[src/ldbm_pkg.sv]
// ----------------------------------------------------------------------------
// Linear drag body motion package
// Number format, constants, saturation helpers and the types shared by the
// sequencer, the divider and the multiplier.
// ----------------------------------------------------------------------------
package ldbm_pkg;

    // Fixed-point format of every value.
    localparam int FRAC_BITS      = 16;
    localparam int EXP_TABLE_BITS = 8;
    localparam int LN_TAB_LEN     = 12;
    localparam int EXP_STEPS      = (EXP_TABLE_BITS < LN_TAB_LEN) ? EXP_TABLE_BITS : LN_TAB_LEN;
    localparam int LN_IDX_W       = $clog2(LN_TAB_LEN);

    // Divider numerator width: a 32-bit magnitude shifted up plus a carry bit.
    localparam int NUM_W = 33 + FRAC_BITS;
    localparam int CNT_W = $clog2(NUM_W + 1);

    // Wide signed word for exact sums before saturation.
    localparam int WIDE_W = 68;
    typedef logic signed [WIDE_W-1:0] t_wide;

    localparam logic signed [31:0] S32_MAX = 32'sh7FFF_FFFF;
    localparam logic signed [31:0] S32_MIN = 32'sh8000_0000;
    localparam logic signed [31:0] ONE_Q   = 32'(64'd1 << FRAC_BITS);
    localparam logic [31:0] GRAV_Y_RESET   = 32'(((64'd981 << FRAC_BITS) + 64'd50) / 64'd100);

    // ln(2) and ln(1 + 2^-i) in Q30.
    localparam logic [29:0] LN2_Q30 = 30'd744261118;
    localparam logic [29:0] LN_TAB [0:LN_TAB_LEN-1] = '{
        30'd435364845, 30'd239598564, 30'd126468572, 30'd65095192,
        30'd33040817,  30'd16647494,  30'd8356010,   30'd4186133,
        30'd2095107,   30'd1048064,   30'd524160,    30'd262112
    };

    // Range of the integer exponent that gives a finite, nonzero result.
    localparam longint N_LO   = 32 + FRAC_BITS;
    localparam longint N_HI   = 31 - FRAC_BITS;
    localparam longint EXP_HI = N_HI * 744261118;
    localparam longint EXP_LO = -(N_LO * 744261118);

    // The offset exponent argument stays below 64 * ln2, so the split on ln2
    // needs a 36-bit remainder and a 6-bit quotient.
    localparam int EXP_NUM_W = 36;
    localparam int EXP_Q_W   = 6;

    // Operation codes.
    localparam logic [1:0] OP_QUERY = 2'd0;
    localparam logic [1:0] OP_SPEED = 2'd1;
    localparam logic [1:0] OP_TELE  = 2'd2;

    // Configuration register indexes.
    localparam int CFG_IDX_W = 3;
    localparam logic [CFG_IDX_W-1:0] CFG_MASS    = 3'd0;
    localparam logic [CFG_IDX_W-1:0] CFG_DRAG    = 3'd1;
    localparam logic [CFG_IDX_W-1:0] CFG_FORCE_X = 3'd2;
    localparam logic [CFG_IDX_W-1:0] CFG_FORCE_Y = 3'd3;
    localparam logic [CFG_IDX_W-1:0] CFG_GRAV_X  = 3'd4;
    localparam logic [CFG_IDX_W-1:0] CFG_GRAV_Y  = 3'd5;

    typedef enum logic [4:0] {
        S_IDLE, S_DIV, S_DT, S_MULX, S_EXP0, S_EXPDIV, S_EXPLOOP, S_EXPCOR,
        S_EXPFIN, S_OME, S_TG, S_CE, S_TC, S_A1, S_A2, S_A3, S_POS, S_END
    } t_state;

    typedef struct packed {
        logic             start;
        logic [NUM_W-1:0] num;
        logic [31:0]      den;
    } t_div_req;

    typedef struct packed {
        logic             done;
        logic [NUM_W-1:0] quo;
    } t_div_rsp;

    typedef struct packed {
        logic signed [32:0] a;
        logic signed [32:0] b;
    } t_mul_req;

    typedef struct packed {
        logic [65:0]        prod;
        logic signed [31:0] fx;
    } t_mul_rsp;

    // Clamp a wide signed value to 32 signed bits.
    function automatic logic signed [31:0] sat32(input t_wide v);
        if (v > t_wide'(S32_MAX)) return S32_MAX;
        if (v < t_wide'(S32_MIN)) return S32_MIN;
        return 32'(v);
    endfunction

    // Apply the sign to a quotient magnitude and clamp.
    function automatic logic signed [31:0] div_sat(input logic [NUM_W-1:0] q, input logic neg);
        t_wide w;
        w = t_wide'(q);
        return sat32(neg ? -w : w);
    endfunction

    function automatic logic signed [32:0] sx33(input logic signed [31:0] v);
        return {v[31], v};
    endfunction

endpackage

[src/ldbm_div.sv]
// ----------------------------------------------------------------------------
// Linear drag body motion divider
// Restoring unsigned divider, one quotient bit per cycle, giving the floor
// quotient.
// ----------------------------------------------------------------------------
module ldbm_div (
    input  logic              i_clk,
    input  logic              i_rst_n,
    input  ldbm_pkg::t_div_req i_req,
    output ldbm_pkg::t_div_rsp o_rsp
);

    logic                           r_busy;
    logic                           r_done;
    logic [ldbm_pkg::CNT_W-1:0]     r_cnt;
    logic [31:0]                    r_rem;
    logic [31:0]                    r_den;
    logic [ldbm_pkg::NUM_W-1:0]     r_quo;
    logic [32:0]                    trial;
    logic                           fits;

    // Shift in the next numerator bit and try the subtraction.
    always_comb begin
        trial = {r_rem, r_quo[ldbm_pkg::NUM_W-1]};
        fits  = trial >= {1'b0, r_den};
    end

    // Control: busy flag, bit counter and the done pulse.
    always_ff @(posedge i_clk) begin
        if (!i_rst_n) begin
            r_busy <= 1'b0;
            r_done <= 1'b0;
            r_cnt  <= '0;
        end else begin
            r_done <= 1'b0;
            if (!r_busy && i_req.start) begin
                r_busy <= 1'b1;
                r_cnt  <= ldbm_pkg::CNT_W'(ldbm_pkg::NUM_W);
            end else if (r_busy) begin
                r_cnt <= r_cnt - 1'b1;
                if (r_cnt == ldbm_pkg::CNT_W'(1)) begin
                    r_busy <= 1'b0;
                    r_done <= 1'b1;
                end
            end
        end
    end

    // Datapath: partial remainder and quotient shift register.
    always_ff @(posedge i_clk) begin
        if (!r_busy && i_req.start) begin
            r_rem <= '0;
            r_den <= i_req.den;
            r_quo <= i_req.num;
        end else if (r_busy) begin
            r_rem <= fits ? 32'(trial - {1'b0, r_den}) : trial[31:0];
            r_quo <= {r_quo[ldbm_pkg::NUM_W-2:0], fits};
        end
    end

    assign o_rsp.done = r_done;
    assign o_rsp.quo  = r_quo;

endmodule

[config.mk]
export PLATFORM = sky130hd
export DESIGN_NAME = ldbm_div
export DESIGN_NICKNAME = d
export VERILOG_FILES = /design/src/ldbm_pkg.sv /design/src/ldbm_div.sv
export SDC_FILE = /design/constraint.sdc
export NUM_CORES = 1
export LEC_CHECK = 0
export CAP_MARGIN = 10
export CELL_PAD_IN_SITES_DETAIL_PLACEMENT = 1
export CELL_PAD_IN_SITES_GLOBAL_PLACEMENT = 2
export CORE_UTILIZATION = 43
export CTS_BUF_LIST = sky130_fd_sc_hd__clkbuf_4
export CTS_CLUSTER_SIZE = 25
export DETAILED_ROUTE_END_ITERATION = 10
export DONT_BUFFER_PORTS = 1
export GPL_TIMING_DRIVEN = 0
export HOLD_SLACK_MARGIN = 0.06
export PLACE_DENSITY = 0.8
export SLEW_MARGIN = 15
export SYNTH_ARGS = -nofsm -noshare
export SYNTH_HDL_FRONTEND = slang
export SYNTH_SLANG_ARGS = --single-unit
[constraint.sdc]
create_clock -name i_clk -period 3.7 [get_ports i_clk]
set_input_delay 0.37 -clock i_clk [delete_from_list [all_inputs] [get_ports i_clk]]
set_output_delay 0.37 -clock i_clk [all_outputs]
set_load 0.05 [all_outputs]
==> flow_metrics.env, run 1 <==
export IMPL_syn_num_nets=703
export IMPL_area_growth_pct=21.44
export IMPL_hpwlAfterDp_um=11750
export IMPL_cts_tree="built"
export IMPL_drt_drc_violations_left=0
export IMPL_synthArstFlopShare=0
export IMPL_cts_max_path_buffers=2
export IMPL_grt_remaining_overflow=0
export IMPL_drtIter0Drc=246
export IMPL_slew_headroom=0.3900
export IMPL_core_area_um2=14750
export IMPL_synth_cells=584
export IMPL_critPathMaxFanout=3
export IMPL_path_cells="inv_1 -> ha_1 -> fa_1 -> nor2b_2 -> o2111ai_2 -> a211oi_2 -> buf_4 -> o21a_1 -> a211o_1 -> a211o_1 -> xor2_1 -> mux2_4 -> a22o_1"
export IMPL_power_frac_seq=0.401
export IMPL_wl_per_cell_um=20.92
export IMPL_dr_pass1_iters=4
export IMPL_cts_reportedPaths_clkPinSlew_ns=0.14
export IMPL_wl_met1_um=8373
export IMPL_syn_area_um2=6601
export IMPL_worst_pin_slew_ns=0.9116
export IMPL_pre_cts_slack_ns=-0.1163
export IMPL_synth_warning_count=0
export IMPL_hold_viol_final=0
export IMPL_crit_family="compound AO/OA/AOI/OAI gates"
export IMPL_placed_area_um2=6873
export IMPL_crit_path_start_kind="flip-flop"
export IMPL_grt_setup_unrepaired="no"
export IMPL_fillers=1549
export IMPL_grtUsageTotal=0.2419
export IMPL_synth_edf_count=81
export IMPL_antenna_left=0
export IMPL_critPathSlowestCell="edfxtp_1"
export IMPL_postSynthAreaPerCell_um2=11.30
export IMPL_clkLatencyLatePin_ns=0.57
export IMPL_cts_buffers_inserted=17
export IMPL_synthDistinctLibCells=62
export IMPL_slew_viol_final=0
export IMPL_hold_ws_ns=0.3627
export IMPL_worst_path_buf_inv=2
export IMPL_setup_ws_ns=0.1793
export IMPL_crit_path_end_kind="flip-flop"
export IMPL_finalPower_w=0.005564
export IMPL_outcome="complete, no violations"
export IMPL_cts_sinks=121
export IMPL_powerDensity_nw_per_um2=694.1
export IMPL_fmax_mhz=284.0
export IMPL_synth_area_leaders="edfxtp_1, dfxtp_1, mux2_2, ha_1, mux2i_1"
export IMPL_viasPerCell=5.546
export IMPL_grt_max_degree=43
export IMPL_fin_crit_sh=0.9515
export IMPL_grt_pass1_vias=5526
export IMPL_row_count=44
export IMPL_dr_total_vias=4919
export IMPL_wl_um=18550
export IMPL_switching_share=0.4281
export IMPL_die_w_um=125.9
export IMPL_synth_seq_cells=121
export IMPL_p_sw_w=0.002382
export IMPL_seq_area_frac_synth=0.4898
export IMPL_yosys_top_cells_count="edfxtp_1, mux2_2, nand2_1"
export IMPL_antenna_found_initial=0
export IMPL_io_pins=134
export IMPL_synth_ff_type="edfxtp_1"
export IMPL_wl_met2_um=8927
export IMPL_cts_htree_levels=4
export IMPL_cap_violations=0
export IMPL_die_y_um=125.9
export IMPL_layout_drive_gt1_share=0.1593
export IMPL_finalSetupViolCount=0
export IMPL_cpPeakStageDelay_ns=0.69
export IMPL_final_area_um2=8016
export IMPL_clockPowerShare=0.170
export IMPL_p_leak_nw=3.274
export IMPL_vdd_ir_drop_max_mv=0.4286
export IMPL_grt_pass1_wl_um=29340
export IMPL_start_util=0.4474
export IMPL_cts_root_buf="clkbuf_4"
export IMPL_comb_power_share=0.429
export IMPL_path_common_cell="a211o_1"
export IMPL_internal_power_w=0.003182
export IMPL_yosysMostFrequentCell="edfxtp_1"
export IMPL_nets=809
export IMPL_gp_congestion=0.8588
export IMPL_antennaDiodeCount=0
export IMPL_finalCriticalPeriod_ns=3.521
export IMPL_die_area_um2=15850
export IMPL_io_buffers=0
export IMPL_synth_top_cell_by_area="edfxtp_1"
export IMPL_top_layer_used="met4"
export IMPL_synth_top_area_frac=0.3685
export IMPL_hold_path_class="input port to flip-flop"
export IMPL_crit_arrival_ns=3.97
export IMPL_worstPathRequired_ns=4.15
export IMPL_wl_met3_um=964
export IMPL_skew_ns=0.02822
export IMPL_fin_setup_tns_ns=0
export IMPL_critPathKind="flip-flop to flip-flop"
[layout make-up]
cell class                      instances  area, µm²  share of cell area
Buffer                                 21      105.1             0.01311
Sequential cell                       121       3233              0.4033
Inverter                               43      161.4             0.02013
Tap cell                              184      230.2             0.02872
Clock buffer                           18      135.1             0.01686
Multi-Input combinational cell        399       3132              0.3907
Clock inverter                         14      136.4             0.01701
Timing Repair Buffer                   87      883.3              0.1102
[worst reg2reg max path, stage by stage, from the launching register on]
cell and delay (ns):
edfxtp_1 0.69, inv_1 0.15, ha_1 0.26, fa_1 0.43, nor2b_2 0.18, o2111ai_2 0.20
a211oi_2 0.34, buf_4 0.16, o21a_1 0.16, a211o_1 0.18, a211o_1 0.16, xor2_1 0.08
mux2_4 0.26, a22o_1 0.18
[power by group through the flow]
stage               Clock [W]  Combinational, W  Sequential (W)
finish               0.000946           0.00239         0.00223
global route          0.00102           0.00261         0.00227
CTS                  0.000957           0.00232         0.00222
detailed placement          0           0.00222         0.00225
global placement            0           0.00216         0.00225
floorplan                   0           0.00174         0.00218
[metrics by stage]
| step | util | cells |
|---|---|---|
| 4_1_cts | 0.5407 | 884 |
| 6_report | 0.5433 | 887 |
| 3_3_place_gp | 0.4630 | 768 |
| 2_1_floorplan | - | 584 |
| 3_5_place_dp | 0.4658 | 770 |
| 5_1_grt | 0.5433 | 887 |
[cells by family after synthesis]
group           count (synthesis)  synth area share
compound gates                131            0.1363
buf+inv                        64           0.03980
flops                         121            0.4898
fa+ha+maj                      35           0.06748
xor+xnor                       30           0.03980
simple gates                  123           0.09363
mux                            80            0.1332
[final timing paths]
kind | from | to | slack [ns] | depth (start not counted)
min reg2reg | r_rem[16]$_SDFFE_PP0P_ | r_rem[16]$_SDFFE_PP0P_ | 0.49 | 2
min | i_req[81] | r_cnt[0]$_SDFFE_PN0P_ | 0.36 | 3
max | r_quo[48]$_DFFE_PP_ | r_rem[28]$_SDFFE_PP0P_ | 0.18 | 13
max reg2reg | r_quo[48]$_DFFE_PP_ | r_rem[28]$_SDFFE_PP0P_ | 0.18 | 13
[sequential cells by signal, summed over array words and instances (netlist names)]
register / flops
r_busy: 1
r_rem: 32
r_quo: 49
r_den: 32
r_done: 1
r_cnt: 6
[layout by cell type (no fill, tap or decap), types with 15 or more instances in the layout]
cell and n:
edfxtp_1 81, dfxtp_1 40, mux2_2 53, nor2_1 16, dlygate4sd3_1 82, xnor2_1 17, clkbuf_4 19, a21o_1 17
inv_1 42, o21ai_0 15, mux2i_1 20, ha_1 34, nand2_1 47, a21oi_1 33
[routing by layer]
layer / GRT usage / up-vias
met1: 0.2991 / 2392
li1: - / 2369
met2: 0.4088 / 131
met4: 0.06875 / 0
met5: 0 / -
met3: 0.07179 / 27
[repair_timing]
item	4_1_cts	5_1_grt
gates cloned	0	0
hold buffers	82	0
pin swaps	0	2
resized for setup	2	4
endpoints found under the hold margin	89	0
endpoints found under the setup margin	4	11
buffers inserted	0	3
Note: power is estimated with default switching activity, not from simulation.
==> inputs of run 2 (changes only) <==
--- a/config.mk
+++ b/config.mk
@@ -13,7 +13,6 @@
 export CTS_CLUSTER_SIZE = 25
 export DETAILED_ROUTE_END_ITERATION = 10
 export DONT_BUFFER_PORTS = 1
-export GPL_TIMING_DRIVEN = 0
 export HOLD_SLACK_MARGIN = 0.06
 export PLACE_DENSITY = 0.8
 export SLEW_MARGIN = 15
==> flow_metrics.env, run 2 (synthesized netlist as in run 1, its figures left out) <==
export IMPL_powerDensity_nw_per_um2=683.4
export IMPL_skew_ns=0.02889
export IMPL_gp_congestion=0.8254
export IMPL_final_cell_mix="dlygate4sd3_1, edfxtp_1, mux2_2"
export IMPL_worstPathRequired_ns=4.13
export IMPL_grt_setup_unrepaired="no"
export IMPL_pre_cts_slack_ns=0.4909
export IMPL_largest_register="r_quo"
export IMPL_grt_max_degree=51
export IMPL_wl_um=17460
export IMPL_worstRegToRegCells=12
export IMPL_core_area_um2=14750
export IMPL_layout_drive_gt1_share=0.1555
export IMPL_antenna_left=0
export IMPL_outcome="complete, no violations"
export IMPL_fin_setup_tns_ns=0
export IMPL_fmax_mhz=307.6
export IMPL_cts_tree="built"
export IMPL_crit_arrival_ns=3.68
export IMPL_slew_headroom=0.4814
export IMPL_finalPower_w=0.005418
export IMPL_drt_drc_violations_left=0
export IMPL_fin_crit_sh=0.8786
export IMPL_viasPerCell=5.630
export IMPL_hold_ws_ns=0.2999
export IMPL_p_leak_nw=3.237
export IMPL_setup_ws_ns=0.4490
export IMPL_hold_viol_final=0
export IMPL_slew_viol_final=0
export IMPL_r2r_slack_ns=0.45
export IMPL_cp_endpoint="r_rem[24]$_SDFFE_PP0P_"
export IMPL_start_util=0.4474
export IMPL_die_w_um=125.9
export IMPL_grt_remaining_overflow=0
export IMPL_cts_hold_buf=84
export IMPL_cts_sinks=121
export IMPL_vdd_ir_drop_max_mv=0.2979
export IMPL_dr_pass1_iters=4
export IMPL_postCtsSetupBuffers=0
export IMPL_clkLatencyLatePin_ns=0.54
export IMPL_antennaDiodeCount=0
export IMPL_dr_total_vias=4909
export IMPL_hpwlAfterDp_um=10950
export IMPL_nets=795
export IMPL_cap_violations=0
export IMPL_row_count=44
export IMPL_grt_pass1_wl_um=28450
export IMPL_cts_max_path_buffers=2
export IMPL_area_growth_pct=20.11
export IMPL_io_buffers=0
export IMPL_finalSetupViolCount=0
export IMPL_critPathMaxFanout=3
export IMPL_rr_startpoint="r_quo[48]$_DFFE_PP_"
export IMPL_critPathKind="flip-flop to flip-flop"
export IMPL_crit_path_start_kind="flip-flop"
export IMPL_critPathLaunch="r_quo[48]$_DFFE_PP_"
export IMPL_cts_resized=0
export IMPL_cts_root_buf="clkbuf_4"
export IMPL_finalCriticalPeriod_ns=3.251
export IMPL_largest_register_ff_count=49
export IMPL_fillers=1539
export IMPL_die_y_um=125.9
export IMPL_hold_path_class="input port to flip-flop"
export IMPL_cts_buffers_inserted=17
export IMPL_cts_htree_levels=4
export IMPL_grt_pass1_vias=5347
export IMPL_io_pins=134
export IMPL_grtUsageTotal=0.2316
export IMPL_worstReg2RegEnd="r_rem[24]$_SDFFE_PP0P_"
export IMPL_die_area_um2=15850
export IMPL_largest_registers="r_quo: 49 flops, r_den: 32 flops, r_rem: 32 flops"
export IMPL_cts_reportedPaths_clkPinSlew_ns=0.13
export IMPL_drtIter0Drc=193
export IMPL_wl_per_cell_um=20.03
export IMPL_worst_pin_slew_ns=0.7670
export IMPL_layout_commonest_cell="dlygate4sd3_1"
export IMPL_crit_path_end_kind="flip-flop"
export IMPL_antenna_found_initial=0
run 2: cell types whose count changed in the layout (fill, tap and decap cells not counted), sizes merged, moves of 2 or more:
cell	delta
dlygate4sd3	+2
inv	-6
clkbuf	-13
buf	-2
clkinvlp	+2
run 2: through the flow:
stage	cells	util	cell area (µm²)
6_report	872	0.5374	7929
4_1_cts	872	0.5374	7929
2_1_floorplan	584	-	6601
3_3_place_gp	757	0.4620	6817
5_1_grt	872	0.5374	7929
3_5_place_dp	757	0.4620	6817
run 2: final cells by class:
cell class                 count  area [µm²]  area share
clock buffer                  19       142.6     0.01799
clock inverter                12       128.9     0.01625
inverter                      43       161.4     0.02036
multi-input combinational    399        3115      0.3929
sequential                   121        3234      0.4079
tap                          184       230.2     0.02904
timing repair buffer          94       915.9      0.1155
run 2: worst min-delay path by stage:
stage / start / endpoint / depth (start not counted)
2_1_floorplan: r_rem[16]$_SDFFE_PP0P_ / r_rem[16]$_SDFFE_PP0P_ / 2
3_3_place_gp: r_rem[14]$_SDFFE_PP0P_ / r_rem[14]$_SDFFE_PP0P_ / 2
3_5_place_dp: i_req[27] / r_den[27]$_DFFE_PP_ / 0
4_1_cts: i_req[81] / r_rem[21]$_SDFFE_PP0P_ / 4
5_1_grt: i_req[81] / r_rem[21]$_SDFFE_PP0P_ / 4
6_report: i_req[81] / r_rem[21]$_SDFFE_PP0P_ / 4
run 2: power by group:
part           switching [W]  total (W)  internal, W  leakage (nW)
clock network       0.000547   0.000956     0.000409         0.134
registers           0.000480    0.00223      0.00175          1.12
logic                0.00120    0.00224      0.00103          1.98
run 2: routing by layer:
| layer | up-vias | part of all wire | track usage |
|---|---|---|---|
| met5 | - | 0 | 0 |
| met4 | 0 | 0.011 | 0.06237 |
| met2 | 146 | 0.49 | 0.3822 |
| met3 | 18 | 0.063 | 0.07859 |
| li1 | 2343 | - | - |
| met1 | 2402 | 0.44 | 0.2892 |
run 2: worst max-delay path, cell delays in order (launching register included):
cell and delay (ns):
edfxtp_1 0.37, inv_1 0.06, ha_1 0.23, fa_1 0.42, nor2b_1 0.17, o2111ai_1 0.20, a211oi_1 0.47, nor3_1 0.15
o31ai_1 0.36, a21oi_1 0.14, xnor2_1 0.14, mux2_2 0.26, a22o_1 0.17
